[config.mk]
export PLATFORM = sky130hd
export DESIGN_NAME = sorted_priority_queue_flat
export DESIGN_NICKNAME = d
export VERILOG_FILES = /design/src/hw/rtl/spq_pkg.sv /design/src/hw/rtl/spq_if.sv /design/src/hw/rtl/spq_cell.sv /design/src/hw/rtl/sorted_priority_queue.sv /design/src/flat_wrapper.sv
export SDC_FILE = /design/constraint.sdc
export NUM_CORES = 2
export LEC_CHECK = 0
export ABC_AREA = 0
export BUFFER_PORTS_ARGS = -buffer_cell sky130_fd_sc_hd__buf_2
export CORE_MARGIN = 2
export CORE_UTILIZATION = 50
export CTS_CLUSTER_DIAMETER = 40
export CTS_CLUSTER_SIZE = 40
export DETAILED_ROUTE_END_ITERATION = 16
export GPL_TIMING_DRIVEN = 0
export PLACE_DENSITY = 0.75
export SLEW_MARGIN = 30
export SYNTH_ARGS = -nofsm -noshare
export SYNTH_HDL_FRONTEND = slang
export SYNTH_SLANG_ARGS = --single-unit
[constraint.sdc]
create_clock -name clk_i -period 7.7 [get_ports clk_i]
set_input_delay 1.54 -clock clk_i [delete_from_list [all_inputs] [get_ports clk_i]]
set_output_delay 1.54 -clock clk_i [all_outputs]
set_load 0.05 [all_outputs]
[src/hw/rtl/spq_pkg.sv]
// Shared types and default constants for the sorted priority queue.
package spq_pkg;

  localparam int unsigned DepthDef        = 16;
  localparam int unsigned KeyWidthDef     = 16;
  localparam int unsigned PayloadWidthDef = 32;
  localparam int unsigned CountFieldWidth = 5;

  typedef enum logic {
    OP_INSERT = 1'b0,
    OP_REMOVE = 1'b1
  } spq_op_e;

  // Broadcast from the top level to every cell.
  typedef struct packed {
    logic    en;
    spq_op_e op;
  } spq_ctrl_t;

endpackage

[src/hw/rtl/spq_if.sv]
// Valid/ready channel interfaces for queue operations and their results.
interface spq_op_if #(
  parameter int unsigned KEY_WIDTH     = 16,
  parameter int unsigned PAYLOAD_WIDTH = 32
);
  logic                     valid;
  logic                     ready;
  logic                     operation;
  logic [KEY_WIDTH-1:0]     item_key;
  logic [PAYLOAD_WIDTH-1:0] item_payload;

  modport source (output valid, operation, item_key, item_payload, input ready);
  modport sink   (input valid, operation, item_key, item_payload, output ready);
endinterface

interface spq_res_if #(
  parameter int unsigned KEY_WIDTH     = 16,
  parameter int unsigned PAYLOAD_WIDTH = 32
);
  logic                     valid;
  logic                     ready;
  logic                     removed_valid;
  logic [KEY_WIDTH-1:0]     removed_key;
  logic [PAYLOAD_WIDTH-1:0] removed_payload;
  logic                     overflow;
  logic [4:0]               entry_count;
  logic [KEY_WIDTH-1:0]     head_key;
  logic [PAYLOAD_WIDTH-1:0] head_payload;
  logic [KEY_WIDTH-1:0]     tail_key;
  logic [PAYLOAD_WIDTH-1:0] tail_payload;

  modport source (output valid, removed_valid, removed_key, removed_payload, overflow,
                  entry_count, head_key, head_payload, tail_key, tail_payload,
                  input ready);
  modport sink   (input valid, removed_valid, removed_key, removed_payload, overflow,
                  entry_count, head_key, head_payload, tail_key, tail_payload,
                  output ready);
endinterface

[src/hw/rtl/spq_cell.sv]
// One slot of the sorted chain: holds an entry and shifts with its neighbors.
module spq_cell #(
  parameter int unsigned KEY_WIDTH     = spq_pkg::KeyWidthDef,
  parameter int unsigned PAYLOAD_WIDTH = spq_pkg::PayloadWidthDef
) (
  input  logic                     clk_i,
  input  logic                     rst_ni,
  input  spq_pkg::spq_ctrl_t       ctrl_i,
  input  logic [KEY_WIDTH-1:0]     new_key_i,
  input  logic [PAYLOAD_WIDTH-1:0] new_payload_i,
  input  logic [KEY_WIDTH-1:0]     left_key_i,
  input  logic [PAYLOAD_WIDTH-1:0] left_payload_i,
  input  logic                     left_occ_i,
  input  logic                     left_ge_i,
  input  logic [KEY_WIDTH-1:0]     right_key_i,
  input  logic [PAYLOAD_WIDTH-1:0] right_payload_i,
  input  logic                     right_occ_i,
  output logic [KEY_WIDTH-1:0]     key_o,
  output logic [PAYLOAD_WIDTH-1:0] payload_o,
  output logic                     occ_o,
  output logic                     ge_o
);
  import spq_pkg::*;

  logic [KEY_WIDTH-1:0]     key_q, key_d;
  logic [PAYLOAD_WIDTH-1:0] payload_q, payload_d;
  logic                     occ_q, occ_d;
  logic                     ge;

  // Free slots count as greater, so the insert point is the first set flag.
  assign ge = !occ_q || (key_q >= new_key_i);

  always_comb begin
    key_d     = key_q;
    payload_d = payload_q;
    occ_d     = occ_q;
    if (ctrl_i.en) begin
      case (ctrl_i.op)
        OP_INSERT: begin
          if (ge) begin
            if (left_ge_i) begin
              key_d     = left_key_i;
              payload_d = left_payload_i;
            end else begin
              key_d     = new_key_i;
              payload_d = new_payload_i;
            end
          end
          occ_d = occ_q | left_occ_i;
        end
        OP_REMOVE: begin
          key_d     = right_key_i;
          payload_d = right_payload_i;
          occ_d     = right_occ_i;
        end
        default: begin
          occ_d = occ_q;
        end
      endcase
    end
  end

  always_ff @(posedge clk_i or negedge rst_ni) begin
    if (!rst_ni) begin
      occ_q <= 1'b0;
    end else begin
      occ_q <= occ_d;
    end
  end

  always_ff @(posedge clk_i) begin
    key_q     <= key_d;
    payload_q <= payload_d;
  end

  assign key_o     = key_q;
  assign payload_o = payload_q;
  assign occ_o     = occ_q;
  assign ge_o      = ge;

endmodule

[src/hw/rtl/sorted_priority_queue.sv]
// Output: each transferred operation's result is registered in the output register.
// Throughput: one operation per cycle while the result side takes each result; every cell
// compares and shifts in the same cycle, and the output register is the only buffer.
// Reset: clears every slot's occupied flag, the entry count and the result valid;
// slot contents and result fields are not reset.
module sorted_priority_queue #(
  parameter int unsigned DEPTH         = spq_pkg::DepthDef,
  parameter int unsigned KEY_WIDTH     = spq_pkg::KeyWidthDef,
  parameter int unsigned PAYLOAD_WIDTH = spq_pkg::PayloadWidthDef
) (
  input  logic      clk_i,
  input  logic      rst_ni,
  spq_op_if.sink    in_i,
  spq_res_if.source out_o
);
  import spq_pkg::*;

  localparam int unsigned CntW = $clog2(DEPTH + 1);

  logic [KEY_WIDTH-1:0]     cell_key     [DEPTH];
  logic [PAYLOAD_WIDTH-1:0] cell_payload [DEPTH];
  logic [DEPTH-1:0]         cell_occ;
  logic [DEPTH-1:0]         cell_ge;

  spq_ctrl_t                ctrl;
  spq_op_e                  op;
  logic                     xfer;
  logic                     full, empty;
  logic                     do_insert, do_remove;

  logic [CntW-1:0]          count_q, count_d;
  logic [KEY_WIDTH-1:0]     tail_key_q, tail_key_d;
  logic [PAYLOAD_WIDTH-1:0] tail_payload_q, tail_payload_d;

  logic [KEY_WIDTH-1:0]     head_key_nxt;
  logic [PAYLOAD_WIDTH-1:0] head_payload_nxt;

  logic                     out_valid_q;
  logic                     rm_valid_q;
  logic [KEY_WIDTH-1:0]     rm_key_q;
  logic [PAYLOAD_WIDTH-1:0] rm_payload_q;
  logic                     overflow_q;
  logic [CntW-1:0]          res_count_q;
  logic [KEY_WIDTH-1:0]     head_key_q, tail_key_res_q;
  logic [PAYLOAD_WIDTH-1:0] head_payload_q, tail_payload_res_q;

  assign op        = spq_op_e'(in_i.operation);
  assign in_i.ready = !out_valid_q || out_o.ready;
  assign xfer      = in_i.valid && in_i.ready;
  assign full      = cell_occ[DEPTH-1];
  assign empty     = !cell_occ[0];
  assign do_insert = xfer && (op == OP_INSERT) && !full;
  assign do_remove = xfer && (op == OP_REMOVE) && !empty;

  assign ctrl.en = do_insert || do_remove;
  assign ctrl.op = op;

  for (genvar i = 0; i < DEPTH; i++) begin : g_cell
    logic [KEY_WIDTH-1:0]     l_key, r_key;
    logic [PAYLOAD_WIDTH-1:0] l_payload, r_payload;
    logic                     l_occ, l_ge, r_occ;

    if (i == 0) begin : g_first
      // The head has a full, smaller neighbor on its left.
      assign l_key     = in_i.item_key;
      assign l_payload = in_i.item_payload;
      assign l_occ     = 1'b1;
      assign l_ge      = 1'b0;
    end else begin : g_mid
      assign l_key     = cell_key[i-1];
      assign l_payload = cell_payload[i-1];
      assign l_occ     = cell_occ[i-1];
      assign l_ge      = cell_ge[i-1];
    end

    if (i == DEPTH - 1) begin : g_last
      assign r_key     = cell_key[i];
      assign r_payload = cell_payload[i];
      assign r_occ     = 1'b0;
    end else begin : g_inner
      assign r_key     = cell_key[i+1];
      assign r_payload = cell_payload[i+1];
      assign r_occ     = cell_occ[i+1];
    end

    spq_cell #(
      .KEY_WIDTH    (KEY_WIDTH),
      .PAYLOAD_WIDTH(PAYLOAD_WIDTH)
    ) u_cell (
      .clk_i          (clk_i),
      .rst_ni         (rst_ni),
      .ctrl_i         (ctrl),
      .new_key_i      (in_i.item_key),
      .new_payload_i  (in_i.item_payload),
      .left_key_i     (l_key),
      .left_payload_i (l_payload),
      .left_occ_i     (l_occ),
      .left_ge_i      (l_ge),
      .right_key_i    (r_key),
      .right_payload_i(r_payload),
      .right_occ_i    (r_occ),
      .key_o          (cell_key[i]),
      .payload_o      (cell_payload[i]),
      .occ_o          (cell_occ[i]),
      .ge_o           (cell_ge[i])
    );
  end

  // Track the tail beside the chain: only an insert above the current maximum, or into an empty queue, moves it.
  always_comb begin
    count_d        = count_q;
    tail_key_d     = tail_key_q;
    tail_payload_d = tail_payload_q;
    if (do_insert) begin
      count_d = count_q + 1'b1;
      if (empty || (tail_key_q < in_i.item_key)) begin
        tail_key_d     = in_i.item_key;
        tail_payload_d = in_i.item_payload;
      end
    end else if (do_remove) begin
      count_d = count_q - 1'b1;
    end
  end

  // Head after the step, taken from what slot zero is about to load.
  always_comb begin
    head_key_nxt     = cell_key[0];
    head_payload_nxt = cell_payload[0];
    if (do_insert && cell_ge[0]) begin
      head_key_nxt     = in_i.item_key;
      head_payload_nxt = in_i.item_payload;
    end else if (do_remove) begin
      head_key_nxt     = (DEPTH > 1) ? cell_key[DEPTH > 1 ? 1 : 0] : cell_key[0];
      head_payload_nxt = (DEPTH > 1) ? cell_payload[DEPTH > 1 ? 1 : 0] : cell_payload[0];
    end
  end

  always_ff @(posedge clk_i or negedge rst_ni) begin
    if (!rst_ni) begin
      count_q     <= '0;
      out_valid_q <= 1'b0;
    end else begin
      count_q <= count_d;
      if (xfer) begin
        out_valid_q <= 1'b1;
      end else if (out_o.ready) begin
        out_valid_q <= 1'b0;
      end
    end
  end

  always_ff @(posedge clk_i) begin
    tail_key_q     <= tail_key_d;
    tail_payload_q <= tail_payload_d;
    if (xfer) begin
      rm_valid_q   <= do_remove;
      rm_key_q     <= do_remove ? cell_key[0] : '0;
      rm_payload_q <= do_remove ? cell_payload[0] : '0;
      overflow_q   <= (op == OP_INSERT) && full;
      res_count_q  <= count_d;
      if (count_d != '0) begin
        head_key_q         <= head_key_nxt;
        head_payload_q     <= head_payload_nxt;
        tail_key_res_q     <= tail_key_d;
        tail_payload_res_q <= tail_payload_d;
      end else begin
        head_key_q         <= '0;
        head_payload_q     <= '0;
        tail_key_res_q     <= '0;
        tail_payload_res_q <= '0;
      end
    end
  end

  assign out_o.valid           = out_valid_q;
  assign out_o.removed_valid   = rm_valid_q;
  assign out_o.removed_key     = rm_key_q;
  assign out_o.removed_payload = rm_payload_q;
  assign out_o.overflow        = overflow_q;
  assign out_o.entry_count     = CountFieldWidth'(res_count_q);
  assign out_o.head_key        = head_key_q;
  assign out_o.head_payload    = head_payload_q;
  assign out_o.tail_key        = tail_key_res_q;
  assign out_o.tail_payload    = tail_payload_res_q;

endmodule
[src/flat_wrapper.sv]
// flat-port wrapper written by rule: the top's interface ports become plain ports
module sorted_priority_queue_flat import spq_pkg::*;
#(
  parameter int unsigned DEPTH         = spq_pkg::DepthDef,
  parameter int unsigned KEY_WIDTH     = spq_pkg::KeyWidthDef,
  parameter int unsigned PAYLOAD_WIDTH = spq_pkg::PayloadWidthDef
)
  (clk_i, rst_ni, in_i_valid, in_i_operation, in_i_item_key, in_i_item_payload, in_i_ready, out_o_valid, out_o_removed_valid, out_o_removed_key, out_o_removed_payload, out_o_overflow, out_o_entry_count, out_o_head_key, out_o_head_payload, out_o_tail_key, out_o_tail_payload, out_o_ready);
  spq_op_if #(.KEY_WIDTH(KEY_WIDTH), .PAYLOAD_WIDTH(PAYLOAD_WIDTH)) in_i_i ();
  spq_res_if #(.KEY_WIDTH(KEY_WIDTH), .PAYLOAD_WIDTH(PAYLOAD_WIDTH)) out_o_i ();
  input  logic clk_i;
  input  logic rst_ni;
  input wire logic [$bits(in_i_i.valid)-1:0] in_i_valid;
  input wire logic [$bits(in_i_i.operation)-1:0] in_i_operation;
  input wire logic [$bits(in_i_i.item_key)-1:0] in_i_item_key;
  input wire logic [$bits(in_i_i.item_payload)-1:0] in_i_item_payload;
  output wire logic [$bits(in_i_i.ready)-1:0] in_i_ready;
  output wire logic [$bits(out_o_i.valid)-1:0] out_o_valid;
  output wire logic [$bits(out_o_i.removed_valid)-1:0] out_o_removed_valid;
  output wire logic [$bits(out_o_i.removed_key)-1:0] out_o_removed_key;
  output wire logic [$bits(out_o_i.removed_payload)-1:0] out_o_removed_payload;
  output wire logic [$bits(out_o_i.overflow)-1:0] out_o_overflow;
  output wire logic [$bits(out_o_i.entry_count)-1:0] out_o_entry_count;
  output wire logic [$bits(out_o_i.head_key)-1:0] out_o_head_key;
  output wire logic [$bits(out_o_i.head_payload)-1:0] out_o_head_payload;
  output wire logic [$bits(out_o_i.tail_key)-1:0] out_o_tail_key;
  output wire logic [$bits(out_o_i.tail_payload)-1:0] out_o_tail_payload;
  input wire logic [$bits(out_o_i.ready)-1:0] out_o_ready;
  assign in_i_i.valid = in_i_valid;
  assign in_i_i.operation = in_i_operation;
  assign in_i_i.item_key = in_i_item_key;
  assign in_i_i.item_payload = in_i_item_payload;
  assign in_i_ready = in_i_i.ready;
  assign out_o_valid = out_o_i.valid;
  assign out_o_removed_valid = out_o_i.removed_valid;
  assign out_o_removed_key = out_o_i.removed_key;
  assign out_o_removed_payload = out_o_i.removed_payload;
  assign out_o_overflow = out_o_i.overflow;
  assign out_o_entry_count = out_o_i.entry_count;
  assign out_o_head_key = out_o_i.head_key;
  assign out_o_head_payload = out_o_i.head_payload;
  assign out_o_tail_key = out_o_i.tail_key;
  assign out_o_tail_payload = out_o_i.tail_payload;
  assign out_o_i.ready = out_o_ready;
  sorted_priority_queue #(.DEPTH(DEPTH), .KEY_WIDTH(KEY_WIDTH), .PAYLOAD_WIDTH(PAYLOAD_WIDTH)) u_core (.clk_i(clk_i), .rst_ni(rst_ni), .in_i(in_i_i), .out_o(out_o_i));
endmodule
==> run summary <==
Area growth syn-to-layout: 15.9%
# hold bufs at CTS: 0
First-pass GRT wire length: 259 mm
CP top delay family: buffers and inverters
Post-CTS sizing: 0
Die area: 109000 um2
Peak VDD IR: 183 uV
NumNets Final: 5319
Crit. End Element: flop
TritonCTS clock tree: done
Final design utilization: 0.585
Fmax: 0.189 GHz
Largest net degree at the start of global routing: 56
Later-pin clock latency in the skew report: 750 ps
Crit path buf inv count: 5
Top fanout value on the critical path: 22
Total gr overflow: 0
Initial Util: 0.505
Critical Path End: u_core.g_cell[13].u_cell.payload_o[17]
Register area share after synthesis: 0.546
Fill cells: 8404
Core area: 106000 um2
# setup viols final: 0
Setup crit start: in_i_item_key[13]
Synth top area cells: edfxtp_1, a221o_1, ha_1, nor3b_1, o311ai_0
Final Hold Vio Count: 0
Non-Filler Instances: 6511
#FFs+latches synth: 989
Multi-input logic area: 21500 um2
CP max stage delay: 750 ps
Via count: 43000
Post-Route WL: 176 mm
FFs w/ async S/R, synth: 0.0222
Setup slack, reg-to-reg: 3680 ps
CP required: 8190 ps
Lkg Pwr: 23.0 nW
Residual DRC count: 0
Yosys top cell area share: 0.517
DRT antenna net count: 0
Register area: 29100 um2
Vias per cell: 6.61
Hold WS: 479 ps
Cells after synthesis: 4636
Power per cell area: 333 nW/um2
PortBufs: 204
Yosys cell types: 62
Clock Sinks: 989
Total CTS buffers: 134
Slew margin rel.: 0.275
Final Max Tran Viols: 0
Die Wd: 331 um
I/O Pins: 206
Avg Inst Size Synth: 11.5 um2
TritonRoute pass-1 iters: 6
Vias in the first global route: 41800
Die height: 331 um
Status: completed
Root Driver: clkbuf_16
Top_reg_cell synth: edfxtp_1
Initial antenna violation count: 15
Reg clk slew, reported paths: 60 ps
Measured slew at the worst slew-check pin: 1090 ps
Post CTS Setup Buffer Count: 0
Syn nets: 4946
GRT Util Overall: 0.317
Crit share post-route: 0.688
R2R depth: 9
Most frequent CP cell: buf_16
Placed Instances: 6264
H-tree Lvls: 4
Reg2reg start: u_core.out_o.valid
Crit path cell chain: buf_2, inv_1, ha_1, a21o_1, a21oi_1, o21ai_0, a311oi_2, and2_1, clkbuf_1, o21ai_4, buf_16, buf_16
Synthesis Warnings: 0
FP Rows: 119
Max-cap violation count: 0
Mapped Area: 53300 um2
Levels on crit path: 12
RSZ-0062 raised after global routing: no
DRT iter0 DRCs: 6042
CP Data Arrival Time: 5790 ps
Hold crit path type: flop to flop
GPL Wtd Cong: 0.973
Clock Skew: 35.8 ps
Final HPWL DP: 139 mm
Kind of critical path: input pin to flop
Area leader, netlist: edfxtp_1
Per-cell routed wire length: 27.1 um
CTS max path bufs: 3
EDFF count, synth: 919
TNS Setup: 0 ps
Crit path launch type: input pin
Fin crit period: 5300 ps
Slowest-stage cell, CP: a311oi_2
R2r endpoint: u_core.out_o.head_key[13]
Share of layout cells above drive strength 1: 0.130
synth_stat cells, drive strengths merged (48+ instances only):
master,n
inv,274
nand3,256
nand2,444
nand3b,48
buf,118
mux2,48
a311oi,51
nand2b,88
o311ai,249
dfxtp,48
o21ai,114
edfxtp,919
ha,257
a221o,433
a21oi,166
nor2,134
a21o,85
clkbuf,331
nor3b,377
flip-flops by register name, summed over array words and instances, names as in the netlist, 16 cells and up:
name and flops:
u_core.out_o.removed_payload 32, u_core.tail_key_q 16, u_core.out_o.tail_payload 32, u_core.tail_payload_q 32
u_core.out_o.removed_key 16, u_core.g_cell.u_cell.payload_o 512, u_core.out_o.tail_key 16, u_core.g_cell.u_cell.occ_o 16
u_core.out_o.head_payload 32, u_core.out_o.head_key 16, u_core.g_cell.u_cell.key_o 256
worst min path at each step:
stage / start / end / slack [ps] / depth (start not counted)
2_1_floorplan: u_core.tail_payload_q[0] / u_core.tail_payload_q[0] / 450 / 2
3_3_place_gp: u_core.tail_payload_q[11] / u_core.tail_payload_q[11] / 460 / 2
3_5_place_dp: u_core.tail_payload_q[11] / u_core.tail_payload_q[11] / 470 / 2
4_1_cts: u_core.tail_payload_q[11] / u_core.tail_payload_q[11] / 480 / 2
5_1_grt: u_core.tail_payload_q[10] / u_core.tail_payload_q[10] / 500 / 2
6_report: u_core.tail_payload_q[11] / u_core.tail_payload_q[11] / 480 / 2
where the power goes:
group          internal (mW)  switching [mW]
registers               7.48           0.725
logic                   2.09            3.89
clock network           3.92            2.49
final cells by class:
type / count / share of cell area
clock inverters: 84 / 0.0160
well taps: 1391 / 0.0282
clock buffers: 159 / 0.0584
repair buffers: 237 / 0.0309
flip-flops and latches: 989 / 0.471
inverters: 275 / 0.0167
multi-input cells: 2923 / 0.349
plain buffers: 449 / 0.0300
diodes: 4 / 0.000162
cell families (layout without fill, tap and decap cells):
family | count (synthesis) | in the layout | share of synthesized area
AO/OA/AOI/OAI | 1161 | 1161 | 0.181
other | 0 | 4 | 0
buffers and inverters | 724 | 1204 | 0.0540
multiplexers | 48 | 48 | 0.0101
AND/OR/NAND/NOR | 1455 | 1455 | 0.148
adder cells (fa/ha/maj) | 257 | 257 | 0.0603
flip-flops | 989 | 989 | 0.546
XOR/XNOR | 2 | 2 | 0.000329
through the flow:
| step | total power, mW | cell area, um2 | setup slack [ps] |
|---|---|---|---|
| floorplan | 12.0 | 53300 | 615 |
| detailed placement | 14.1 | 57200 | 1830 |
| finish | 20.6 | 61800 | 2400 |
| CTS | 20.4 | 61800 | 2600 |
| global route | 21.3 | 61800 | 2390 |
| global placement | 13.7 | 56100 | -2780 |
tightest hold or removal path, cell delays in order (launching register included):
cell and delay, ps:
dfxtp_1 300, nand3b_1 90, nand2_1 50
metal layers:
metal | GRT usage | vias to the layer above | wire length (um)
li1 | - | 18900 | -
met1 | 0.408 | 20700 | 66300
met2 | 0.496 | 2914 | 79000
met3 | 0.0764 | 438 | 21400
met4 | 0.171 | 0 | 9620
met5 | 0 | - | 0
layout by cell type, fill, tap and decap left out, types with 14 or more instances in the layout:
cell         n
clkbuf_1   338
ha_1       257
inv_1      273
buf_16      30
dfrtp_1     22
nand3b_1    48
and2_1      14
nor2b_1     38
o21ai_0     90
a21o_1      84
edfxtp_1   919
mux2_2      48
a221o_1    433
a21oi_1    166
buf_2      304
dfxtp_1     48
o311ai_0   228
nor2_1     134
nand4_1     33
nand3_1    255
nor3b_1    377
clkinv_2    14
clkbuf_16  141
a311oi_1    48
inv_6       17
bufinv_16   16
nand2b_1    88
nand2_1    443
a211oi_1    15
Power figures use the tool's default switching activity.
